$ cat src/hw/rtl/fpfir_pkg.sv
package fpfir_pkg;

	localparam int SAMPLE_W   = 16;
	localparam int DL_W       = 12;
	localparam int COEFF_W    = 16;
	localparam int PROD_W     = COEFF_W + DL_W;
	localparam int IDX_W      = 5;
	localparam int IN_SHIFT   = 4;
	localparam int FRAC_SHIFT = 15;
	localparam int OUT_W      = 16;

	localparam logic MODE_FILTER = 1'b0;
	localparam logic MODE_COEFF  = 1'b1;

	typedef struct packed {
		logic shift;
		logic advance;
	} cell_ctl_t;

endpackage

$ cat src/hw/rtl/fpfir_cell.sv
module fpfir_cell #(
	parameter int ACC_W = 32
) (
	input  logic                                      clk,
	input  logic                                      arst_n,
	input  fpfir_pkg::cell_ctl_t                      ctl,
	input  logic                                      coeff_we,
	input  logic signed [fpfir_pkg::COEFF_W-1:0]      coeff_value,
	input  logic signed [fpfir_pkg::DL_W-1:0]         sample_prev,
	output logic signed [fpfir_pkg::DL_W-1:0]         sample_q,
	input  logic signed [ACC_W-1:0]                   acc_in,
	input  logic                                      vld_in,
	output logic signed [ACC_W-1:0]                   acc_q,
	output logic                                      vld_q
);

	logic signed [fpfir_pkg::COEFF_W-1:0] coeff_q;
	logic signed [fpfir_pkg::PROD_W-1:0]  prod_d;
	logic signed [fpfir_pkg::PROD_W-1:0]  prod_q;

	assign prod_d = coeff_q * sample_q;

	// tap state: one delay-line entry and its coefficient
	always_ff @(posedge clk or negedge arst_n) begin
		if (!arst_n) begin
			coeff_q  <= '0;
			sample_q <= '0;
		end else begin
			if (coeff_we) begin
				coeff_q <= coeff_value;
			end
			if (ctl.shift) begin
				sample_q <= sample_prev;
			end
		end
	end

	// product is refreshed every cycle; line is frozen while a sum is in flight
	always_ff @(posedge clk) begin
		prod_q <= prod_d;
	end

	always_ff @(posedge clk or negedge arst_n) begin
		if (!arst_n) begin
			vld_q <= 1'b0;
		end else if (ctl.advance) begin
			vld_q <= vld_in;
		end
	end

	always_ff @(posedge clk) begin
		if (ctl.advance) begin
			acc_q <= acc_in + ACC_W'(prod_q);
		end
	end

endmodule

$ cat config.mk
export PLATFORM = sky130hd
export DESIGN_NAME = fpfir_cell
export DESIGN_NICKNAME = d
export VERILOG_FILES = /design/src/hw/rtl/fpfir_pkg.sv /design/src/hw/rtl/fpfir_cell.sv
export SDC_FILE = /design/constraint.sdc
export NUM_CORES = 1
export LEC_CHECK = 0
export ABC_AREA = 1
export BUFFER_PORTS_ARGS = -buffer_cell sky130_fd_sc_hd__buf_2
export CORE_MARGIN = 2
export CORE_UTILIZATION = 40
export CTS_BUF_LIST = sky130_fd_sc_hd__clkbuf_4
export DETAILED_ROUTE_END_ITERATION = 8
export GPL_TIMING_DRIVEN = 0
export SLEW_MARGIN = 20
export SYNTH_ARGS = -nofsm -noshare
export SYNTH_HDL_FRONTEND = slang
export SYNTH_SLANG_ARGS = --single-unit
$ cat constraint.sdc
create_clock -name clk -period 7.2 [get_ports clk]
set_input_delay 0.36 -clock clk [delete_from_list [all_inputs] [get_ports clk]]
set_output_delay 0.36 -clock clk [all_outputs]
set_load 0.005 [all_outputs]
Word-level counts from Yosys, hierarchy flattened:

Index checks and enable logic that the tools add are counted.

* $mul: 1
* add/sub/neg operators: 1

Operators by type and width (number)
* 32-bit by 28-bit adder with 32-bit output: 1
* 16-bit by 12-bit multiplier with 28-bit output: 1

* logic and storage cells: 7
* register bits after elaboration: 89

Logic depth before layout (Yosys ltp):

Gate-level depths: netlist of run 1.

* depth in word-level cells: 1
* mapped depth: 25
* depth with buffers taken out: 24

Least setup slack after synthesis of run 1:

Ideal clock, no wire load.

* path kind: flip-flop to flip-flop
* from: reg sample_q[5] in the netlist's numbering
* to: reg prod_q[26] in the netlist's numbering
* stages on the path, launching flop included: 22
* library setup time: 113 ps
* arrival time: 4932 ps
* period minus slack after synthesis: 5045 ps
* required time: 7087 ps
* setup slack: 2155 ps
* path through: dfrtp_1 clkbuf_1 clkbuf_1 nand2_1 fa_1 inv_1 fa_1 inv_1 fa_1 inv_1 fa_1 inv_1 fa_1 inv_1 ha_1 nand2_1 nor2_1 nand2_1 nor3_1 nand2_1 nand4_1 nand2_1

* word-level cells in the longest chain between the ends: 1

RTL lines
* start: declaration: RTL line fpfir_cell.sv:10 `output logic signed [fpfir_pkg::DL_W-1:0] sample_q,`
* start signal: assignment: RTL line fpfir_cell.sv:33 `sample_q <= sample_prev;`
* 16-bit by 12-bit multiplier with 28-bit output: RTL line fpfir_cell.sv:21 `assign prod_d = coeff_q * sample_q;`
* named net prod_d (one bit): RTL line fpfir_cell.sv:18 `logic signed [fpfir_pkg::PROD_W-1:0] prod_d;`
* end signal: assignment: RTL line fpfir_cell.sv:40 `prod_q <= prod_d;`
* end: declaration: RTL line fpfir_cell.sv:19 `logic signed [fpfir_pkg::PROD_W-1:0] prod_q;`

The timed path passes the listed nets, and every way through them passes these cells.
A chain may end at the register's enable or synchronous reset.

Worst setup path after layout of run 1:

Ends and elaborated chain as after synthesis.

==> flow_summary.ini, run 1 <==
[outcome]
outcome = completed

[floorplan]
initial_utilization = 0.4048
dieArea_um2 = 33300
die_w_um = 182.5
design.core.area_um2 = 31470
io_pins = 111
die_y_um = 182.5
core.rowCount = 65

[yosys]
yosysWarnings = 0
ys_seq_elements = 89
synth_nets = 2033
syn_inst = 1698
ys_types = 31
synth_area_per_cell_um2 = 7.504
syn_area_um2 = 12740
ys_seq_area_frac = 0.1764

[drt]
wl_met2_mm = 15.52
drtIter0Drc = 548
detailedRoute.firstPassIterationCount = 6
via_per_inst = 4.692
wl_met3_mm = 1.712
ant_nets = 0
wirelength_mm = 31.77
wl_met1_mm = 13.79
drc_errors = 0
top_layer = met4
wl_per_cell_um = 14.18
via_count = 10520

[worst_setup_path]
critical_path_class = reg2reg
worst-endpoint-arrival_ns = 6.50
cp_data_required_time_ns = 7.64
worstSetupStartpointType = flip-flop
cp-end-kind = flip-flop
reg2reg_from = sample_q[5]$_DFFE_PN0P_
worstRegToRegCells = 21
path_max_fanout = 10
r2r_end = prod_q[26]$_DFF_P_
crit_path_end = prod_q[26]$_DFF_P_
ff2ff_setup_slack_ns = 1.14
crit_path_start = sample_q[5]$_DFFE_PN0P_

[sta]
timing.slew.headroom = 0.4752
fin_crit_ns = 6.065
max_freq_mhz = 164.9
finalHoldViolations = 0
final_max_slew_viol_count = 0
tns_ns = 0
final.setup_skew_ns = 0.03069
rsz0062_at_grt = false
worst_pin_slew_ns = 0.7872
setup_viol_count_final = 0
final.period_utilization = 0.8423

[finish]
drive_above_1_share = 0.1051
fin_area_um2 = 14090
layout_common_cells = 529 x nand2_1, 454 x inv_1, 179 x fa_1, 112 x buf_2, 90 x ha_1
final_common_cell = nand2_1
syn_to_final_growth_pct = 10.55
n_fill_cell = 3280
final_nets = 2167

[cts]
cts-root-buf = clkbuf_4
cts_buffer_depth = 2
numCtsBuffers = 9
clock_insertion_delay_worst_skew_ns = 0.55
clkSinkCount = 89
cts_tree = done
clk_pin_slew_ns = 0.15
htreeDepth = 3

[grt]
overflow = 0
grt_pass1_vias = 10970
grt_use_total = 0.2050
antenna_found_initial = 2
grt_max_degree = 34
grt_pass1_wl_mm = 53.01

[placement]
gp_congestion = 0.9091
placed_area_um2 = 13790
hpwlAfterDp_mm = 27.07
portBuffers = 109

[run]
maxCapViolCount = 0

[worst_hold_path]
min_path_type = in2reg
==> routing by layer <==
metal  GRT usage  vias to the layer above
li1            -                     5217
met3     0.03113                       41
met2      0.3644                      268
met5           0                        -
met1      0.2559                     4989
met4     0.06484                        0
==> stage by stage <==
| step | std cells | hold WS, ns | worst slack (ns) | utilization |
|---|---|---|---|---|
| after floorplan | 1698 | 0.06441 | 2.155 | - |
| final | 2241 | 0.04564 | 1.135 | 0.4475 |
| after global placement | 2209 | 0.4728 | 1.181 | 0.4382 |
| after CTS | 2239 | 0.0008797 | 1.083 | 0.4474 |
| after detailed placement | 2209 | 0.4593 | 1.148 | 0.4382 |
| after global routing | 2241 | 0.0005283 | 0.7894 | 0.4475 |
==> cell usage after synthesis <==
cell / number / share of area
a21o_1: 2 / 0.0012
a21oi_1: 41 / 0.016
a21oi_2: 1 / 0.00069
a31oi_1: 1 / 0.00049
and2_1: 7 / 0.0034
and3_1: 1 / 0.00049
buf_2: 3 / 0.0012
clkbuf_1: 40 / 0.012
dfrtp_1: 29 / 0.057
dfxtp_1: 28 / 0.044
edfxtp_1: 32 / 0.075
fa_1: 179 / 0.28
ha_1: 90 / 0.088
inv_1: 454 / 0.13
inv_2: 6 / 0.0018
mux2_2: 24 / 0.021
nand2_1: 529 / 0.16
nand2_2: 17 / 0.0083
nand2_4: 1 / 0.00088
nand3_1: 59 / 0.023
nand3_2: 2 / 0.0016
nand3b_1: 2 / 0.0012
nand4_1: 15 / 0.0074
nor2_1: 58 / 0.017
nor2_2: 6 / 0.0029
nor3_1: 6 / 0.0024
nor3_2: 8 / 0.0063
o21ai_0: 12 / 0.0047
o21bai_1: 7 / 0.0041
xnor2_1: 10 / 0.0069
xor2_1: 28 / 0.019
==> kinds of logic (layout without fill, tap and decap cells) <==
family | after synthesis | after routing | share of synthesized area
other | 0 | 2 | 0
DFF | 89 | 89 | 0.1764
muxes | 24 | 24 | 0.02121
buffers and inverters | 503 | 642 | 0.1485
adders and majority gates | 269 | 269 | 0.3696
AOI/OAI and AO/OA | 64 | 64 | 0.02730
and+or+nand+nor | 711 | 711 | 0.2310
xor gates and xnor gates | 38 | 38 | 0.02612
==> critical path, cell delays in order, from the launching register on <==
cell	delay, ns
dfrtp_1	0.37
clkbuf_1	0.48
clkbuf_1	0.52
nand2_1	0.14
fa_1	0.62
inv_1	0.14
fa_1	0.63
inv_1	0.09
fa_1	0.54
inv_1	0.06
fa_1	0.53
inv_1	0.06
fa_1	0.54
inv_1	0.05
ha_1	0.42
nand2_1	0.10
nor2_1	0.19
nand2_1	0.10
nor3_1	0.13
nand2_1	0.09
nand4_1	0.09
nand2_1	0.08
==> repair_timing <==
action                    in CTS  in global routing
hold endpoints to repair      42                  0
hold buffers                  14                  0
buffers inserted               0                  0
gates resized for setup        0                  0
==> area by class of cell <==
class / instances / area (um2) / area share
clock buffers: 9 / 67.56 / 0.004797
repair buffers: 123 / 685.7 / 0.04868
diodes: 2 / 5.005 / 0.0003553
clock inverters: 7 / 82.58 / 0.005863
inverters: 460 / 1727 / 0.1226
well taps: 402 / 503.0 / 0.03571
multi-input cells: 1106 / 8603 / 0.6108
plain buffers: 43 / 165.2 / 0.01172
flip-flops and latches: 89 / 2247 / 0.1595
==> how the worst min path moves through the flow <==
stage	start	endpoint	slack, ns	cells after the start
CTS	coeff_value[5]	coeff_q[5]$_DFFE_PN0P_	0.0009	2
floorplan	arst_n	coeff_q[0]$_DFFE_PN0P_	0.06	0
detailed placement	arst_n	sample_q[9]$_DFFE_PN0P_	0.46	1
finish	coeff_value[5]	coeff_q[5]$_DFFE_PN0P_	0.05	2
global route	coeff_value[5]	coeff_q[5]$_DFFE_PN0P_	0.0005	2
global placement	arst_n	sample_q[8]$_DFFE_PN0P_	0.47	1
==> flip-flops by register name, indices dropped and copies added (netlist names) <==
register,count
acc_q,32
prod_q,28
coeff_q,16
sample_q,12
vld_q,1
Power of run 1 is not shown: default switching activity piles up to over one toggle a cycle in this logic, so the estimate is an artifact.
==> run 2: changes to the inputs <==
Clock period 7.2 ns to 4.9 ns, I/O delays scaled along.
==> flow_summary.ini, run 2 (synthesis results as in run 1) <==
[grt]
grt_use_total = 0.2099
grt_max_degree = 34
overflow = 0
grt_pass1_vias = 11170
grt_pass1_wl_mm = 54.41
antenna_found_initial = 2

[finish]
syn_to_final_growth_pct = 18.35
top_register = acc_q
final_nets = 2209
final_common_cell = nand2_1
drive_above_1_share = 0.1719
largest_reg_flops = 32
fin_area_um2 = 15080
n_fill_cell = 3156
reg_top3 = acc_q x32, prod_q x28, coeff_q x16
layout_common_cells = 518 x nand2_1, 450 x inv_1, 174 x fa_1, 111 x buf_2, 74 x ha_1
post-route-util = 0.4791

[sta]
worst_slack_ns = 0.1327
final.setup_skew_ns = 0.02013
worst_pin_slew_ns = 0.7444
rsz0062_at_grt = true
setup_viol_count_final = 0
finalHoldViolations = 0
timing.slew.headroom = 0.5038
final_max_slew_viol_count = 0
final.period_utilization = 0.9729
fin_crit_ns = 4.767
max_freq_mhz = 209.8

[worst_setup_path]
ff2ff_setup_slack_ns = 0.13
cp-end-kind = flip-flop
cp_data_required_time_ns = 5.39
critical_path_class = reg2reg
worstSetupStartpointType = flip-flop
worstRegToRegCells = 19
reg2reg_from = sample_q[5]$_DFFE_PN0P_
r2r_end = prod_q[26]$_DFF_P_
worst-endpoint-arrival_ns = 5.26
path_max_fanout = 10

[cts]
numCtsBuffers = 9
clock_insertion_delay_worst_skew_ns = 0.57
clk_pin_slew_ns = 0.17
cts_tree = done
htreeDepth = 3
clkSinkCount = 89
cts_buffer_depth = 2
cts-root-buf = clkbuf_4

[floorplan]
dieArea_um2 = 33300
initial_utilization = 0.4048
io_pins = 111
die_w_um = 182.5
core.rowCount = 65
die_y_um = 182.5
design.core.area_um2 = 31470

[drt]
via_per_inst = 4.679
detailedRoute.firstPassIterationCount = 5
drc_errors = 0
wl_per_cell_um = 14.44
wirelength_mm = 33.02
ant_nets = 0
drtIter0Drc = 448
via_count = 10700

[worst_hold_path]
min_from = acc_in[31]
worstHoldEndpoint = acc_q[31]$_DFFE_PP_
hold_path_depth = 4
min_path_type = in2reg

[run]
maxCapViolCount = 0

[outcome]
outcome = completed

[placement]
placed_area_um2 = 13800
hpwlAfterDp_mm = 27.10
pre_cts_slack_ns = -0.8327
gp_congestion = 0.9044
portBuffers = 109
==> run 2: cell count changes in the layout (fill, tap and decap cells not counted), sizes merged <==
cell         before  now
clkbuf           49   29
bufinv            1    0
buf             112  154
diode             2    6
dlygate4sd3      14   34
clkinv            1    2
==> run 2: final cells by class <==
class                           instances  area, um2  share of cell area
Sequential cell                        89       2266              0.1503
Buffer                                 29      292.8             0.01941
Timing Repair Buffer                  179       1185             0.07857
Clock inverter                          7      72.57            0.004812
Clock buffer                            9      67.56            0.004480
Antenna cell                            6      15.01           0.0009956
Multi-Input combinational cell       1106       8952              0.5936
Tap cell                              402      503.0             0.03335
Inverter                              460       1727              0.1145
==> run 2: timing repair <==
item	in CTS	in global routing
resized for setup	77	87
cloned	1	1
pin swaps	6	18
setup buffers	19	15
setup endpoints to repair	20	14
hold buffers	34	0
hold endpoints to repair	59	0
==> run 2: worst max path at each step <==
stage                                 start            endpoint  slack, ns  cells after the start
finish              sample_q[5]$_DFFE_PN0P_  prod_q[26]$_DFF_P_       0.13                     19
global placement    sample_q[8]$_DFFE_PN0P_  prod_q[26]$_DFF_P_      -0.80                     22
detailed placement  sample_q[4]$_DFFE_PN0P_  prod_q[27]$_DFF_P_      -0.83                     21
CTS                 coeff_q[15]$_DFFE_PN0P_  prod_q[26]$_DFF_P_      0.001                     21
global route        sample_q[4]$_DFFE_PN0P_  prod_q[23]$_DFF_P_      -0.04                     19
floorplan           sample_q[8]$_DFFE_PN0P_  prod_q[26]$_DFF_P_      0.004                     22
==> run 2: layer usage <==
metal | global-route usage | routed length, um | vias up
met3 | 0.03612 | 1627 | 67
li1 | - | - | 5303
met2 | 0.3679 | 16170 | 263
met4 | 0.07516 | 1036 | 0
met5 | 0 | 0 | -
met1 | 0.2601 | 14180 | 5069
==> run 2: through the flow <==
stage,instances,hold slack (ns),TNS (ns)
2_1_floorplan,1698,-0.05059,0
3_3_place_gp,2209,0.3563,-10.40
3_5_place_dp,2209,0.3569,-11.45
4_1_cts,2265,0.03024,0
5_1_grt,2286,0.07610,-0.1107
6_report,2287,0.06835,0
==> run 2: worst max-delay path: stages, from the launching register on <==
cell       delay, ns
dfrtp_1         0.39
clkbuf_8        0.14
clkbuf_16       0.15
nand2_2         0.08
fa_2            0.58
inv_2           0.06
fa_2            0.42
buf_4           0.17
fa_1            0.53
inv_1           0.05
fa_1            0.46
fa_1            0.55
inv_1           0.07
ha_4            0.28
a21oi_2         0.19
o21ai_0         0.12
a21oi_1         0.20
nand3_1         0.10
nand2_1         0.08
nand2_2         0.05
Power of run 2 is left out for the same reason.
==> run 3: changes to the inputs <==
--- a/config.mk
+++ b/config.mk
@@ -10,5 +10,5 @@
 export CORE_MARGIN = 2
 export CORE_UTILIZATION = 40
-export CTS_BUF_LIST = sky130_fd_sc_hd__clkbuf_4
+export CTS_BUF_LIST = sky130_fd_sc_hd__clkbuf_8
 export DETAILED_ROUTE_END_ITERATION = 8
 export GPL_TIMING_DRIVEN = 0
==> constraint.sdc (replaced) <==
create_clock -name clk -period 4.9 [get_ports clk]
set_input_delay 0.735 -clock clk [delete_from_list [all_inputs] [get_ports clk]]
set_output_delay 0.735 -clock clk [all_outputs]
set_load 0.005 [all_outputs]
==> flow_summary.ini, run 3 (synthesis results as in run 1) <==
[sta]
setup_viol_count_final = 0
fin_crit_ns = 4.753
final_max_slew_viol_count = 0
worst_pin_slew_ns = 0.7419
whs_ns = 0.3738
finalHoldViolations = 0
timing.slew.headroom = 0.5054
max_freq_mhz = 210.4
final.setup_skew_ns = 0.01661
final.period_utilization = 0.9699

[floorplan]
io_pins = 111
core.rowCount = 65
die_w_um = 182.5
dieArea_um2 = 33300
die_y_um = 182.5
initial_utilization = 0.4048
design.core.area_um2 = 31470

[finish]
diodes = 0
layout_common_cells = 514 x nand2_1, 443 x inv_1, 175 x fa_1, 111 x buf_2, 74 x ha_1
largest_reg_flops = 32
reg_top3 = acc_q x32, prod_q x28, coeff_q x16
final_common_cell = nand2_1
top_register = acc_q
drive_above_1_share = 0.1860
syn_to_final_growth_pct = 16.75
final_nets = 2179

[cts]
cts-root-buf = clkbuf_8
clkSinkCount = 89
cts_tree = done
clk_pin_slew_ns = 0.10
htreeDepth = 3
clock_insertion_delay_worst_skew_ns = 0.43
numCtsBuffers = 9
cts_buffer_depth = 2

[worst_setup_path]
worstRegToRegCells = 16
cp-end-kind = flip-flop
crit_top_cell = fa_1
worst-endpoint-arrival_ns = 5.08
worstSetupStartpointType = flip-flop
cp_data_required_time_ns = 5.23
path_cells = buf_6 > nand2_4 > fa_2 > inv_2 > fa_1 > fa_1 > fa_1 > fa_1 > ha_1 > nand2_1 > inv_1 > nand2_1 > nor2_2 > nand4_1 > nand4_1 > nand2_1
critical_path_class = reg2reg
slowest_stage = fa_2
max_stage_delay_ns = 0.58
path_max_fanout = 5

[drt]
via_count = 10620
drtIter0Drc = 536
drc_errors = 0
ant_nets = 0
via_per_inst = 4.719
wl_per_cell_um = 14.49
wirelength_mm = 32.62
detailedRoute.firstPassIterationCount = 5

[placement]
hpwlAfterDp_mm = 27.10
gp_congestion = 0.9044
portBuffers = 109

[run]
maxCapViolCount = 0

[grt]
grt_pass1_wl_mm = 53.72
grt_max_degree = 34
grt_pass1_vias = 11010
overflow = 0
grt_use_total = 0.2078
antenna_found_initial = 0

[worst_hold_path]
min_path_type = in2async

[outcome]
outcome = completed
[run 3: cell types whose count changed in the layout (fill, tap and decap cells not counted), sizes merged]
cell         previous run  this run
buf                   154       163
clkbuf                 29        24
diode                   6         0
dlygate4sd3            34         0
[run 3: area by class of cell]
| cell class | count | area, um2 |
|---|---|---|
| multi-input combinational | 1106 | 8987 |
| buffer | 27 | 284.0 |
| sequential | 89 | 2268 |
| tap | 402 | 503.0 |
| clock inverter | 7 | 72.57 |
| fill | 3191 | 16600 |
| clock buffer | 9 | 123.9 |
| timing repair buffer | 151 | 910.9 |
| inverter | 460 | 1727 |
[run 3: timing repair]
action	in CTS	in global routing
setup buffers	21	19
endpoints found under the setup margin	20	14
cloned	0	2
pin swaps	7	30
hold buffers	0	0
resized for setup	77	111
[run 3: metrics by stage]
| step | std cells | TNS [ns] | cell area, um2 | util | setup WS [ns] |
|---|---|---|---|---|---|
| finish | 2251 | 0 | 14880 | 0.4727 | 0.1474 |
| global route | 2251 | -0.1088 | 14880 | 0.4727 | -0.04178 |
| CTS | 2231 | 0 | 14320 | 0.4550 | 0.006125 |
| detailed placement | 2209 | -11.45 | 13800 | 0.4383 | -0.8327 |
| global placement | 2209 | -10.40 | 13800 | 0.4383 | -0.8036 |
| floorplan | 1698 | 0 | 12750 | - | 0.003986 |
[run 3: path summary, 6_finish.rpt]
path,startpoint,to,slack (ns)
worst min-delay path,arst_n,sample_q[6]$_DFFE_PN0P_,0.37
max in group asynchronous,arst_n,sample_q[10]$_DFFE_PN0P_,4.01
min in group clk,coeff_value[14],coeff_q[14]$_DFFE_PN0P_,0.51
worst max-delay path,sample_q[4]$_DFFE_PN0P_,prod_q[23]$_DFF_P_,0.15
worst min register to register,vld_q$_DFFE_PN0P_,vld_q$_DFFE_PN0P_,0.52
worst max register to register,sample_q[4]$_DFFE_PN0P_,prod_q[23]$_DFF_P_,0.15
[run 3: metal layers]
layer | wire, um | vias up | share of wire | track usage
met5 | 0 | - | 0 | 0
met2 | 15790 | 265 | 0.48 | 0.3602
met3 | 1504 | 66 | 0.046 | 0.03393
met1 | 14260 | 5055 | 0.44 | 0.2601
li1 | - | 5237 | - | -
met4 | 1060 | 0 | 0.032 | 0.07968
[run 3: critical path, delay by kind of cell, from the launching register on]
family	cells	cell delay (ns)
adder cells (fa/ha/maj)	6	2.91
flip-flops	1	0.53
AND/OR/NAND/NOR	7	0.86
buffers and inverters	3	0.33
Power of run 3 is left out for the same reason.
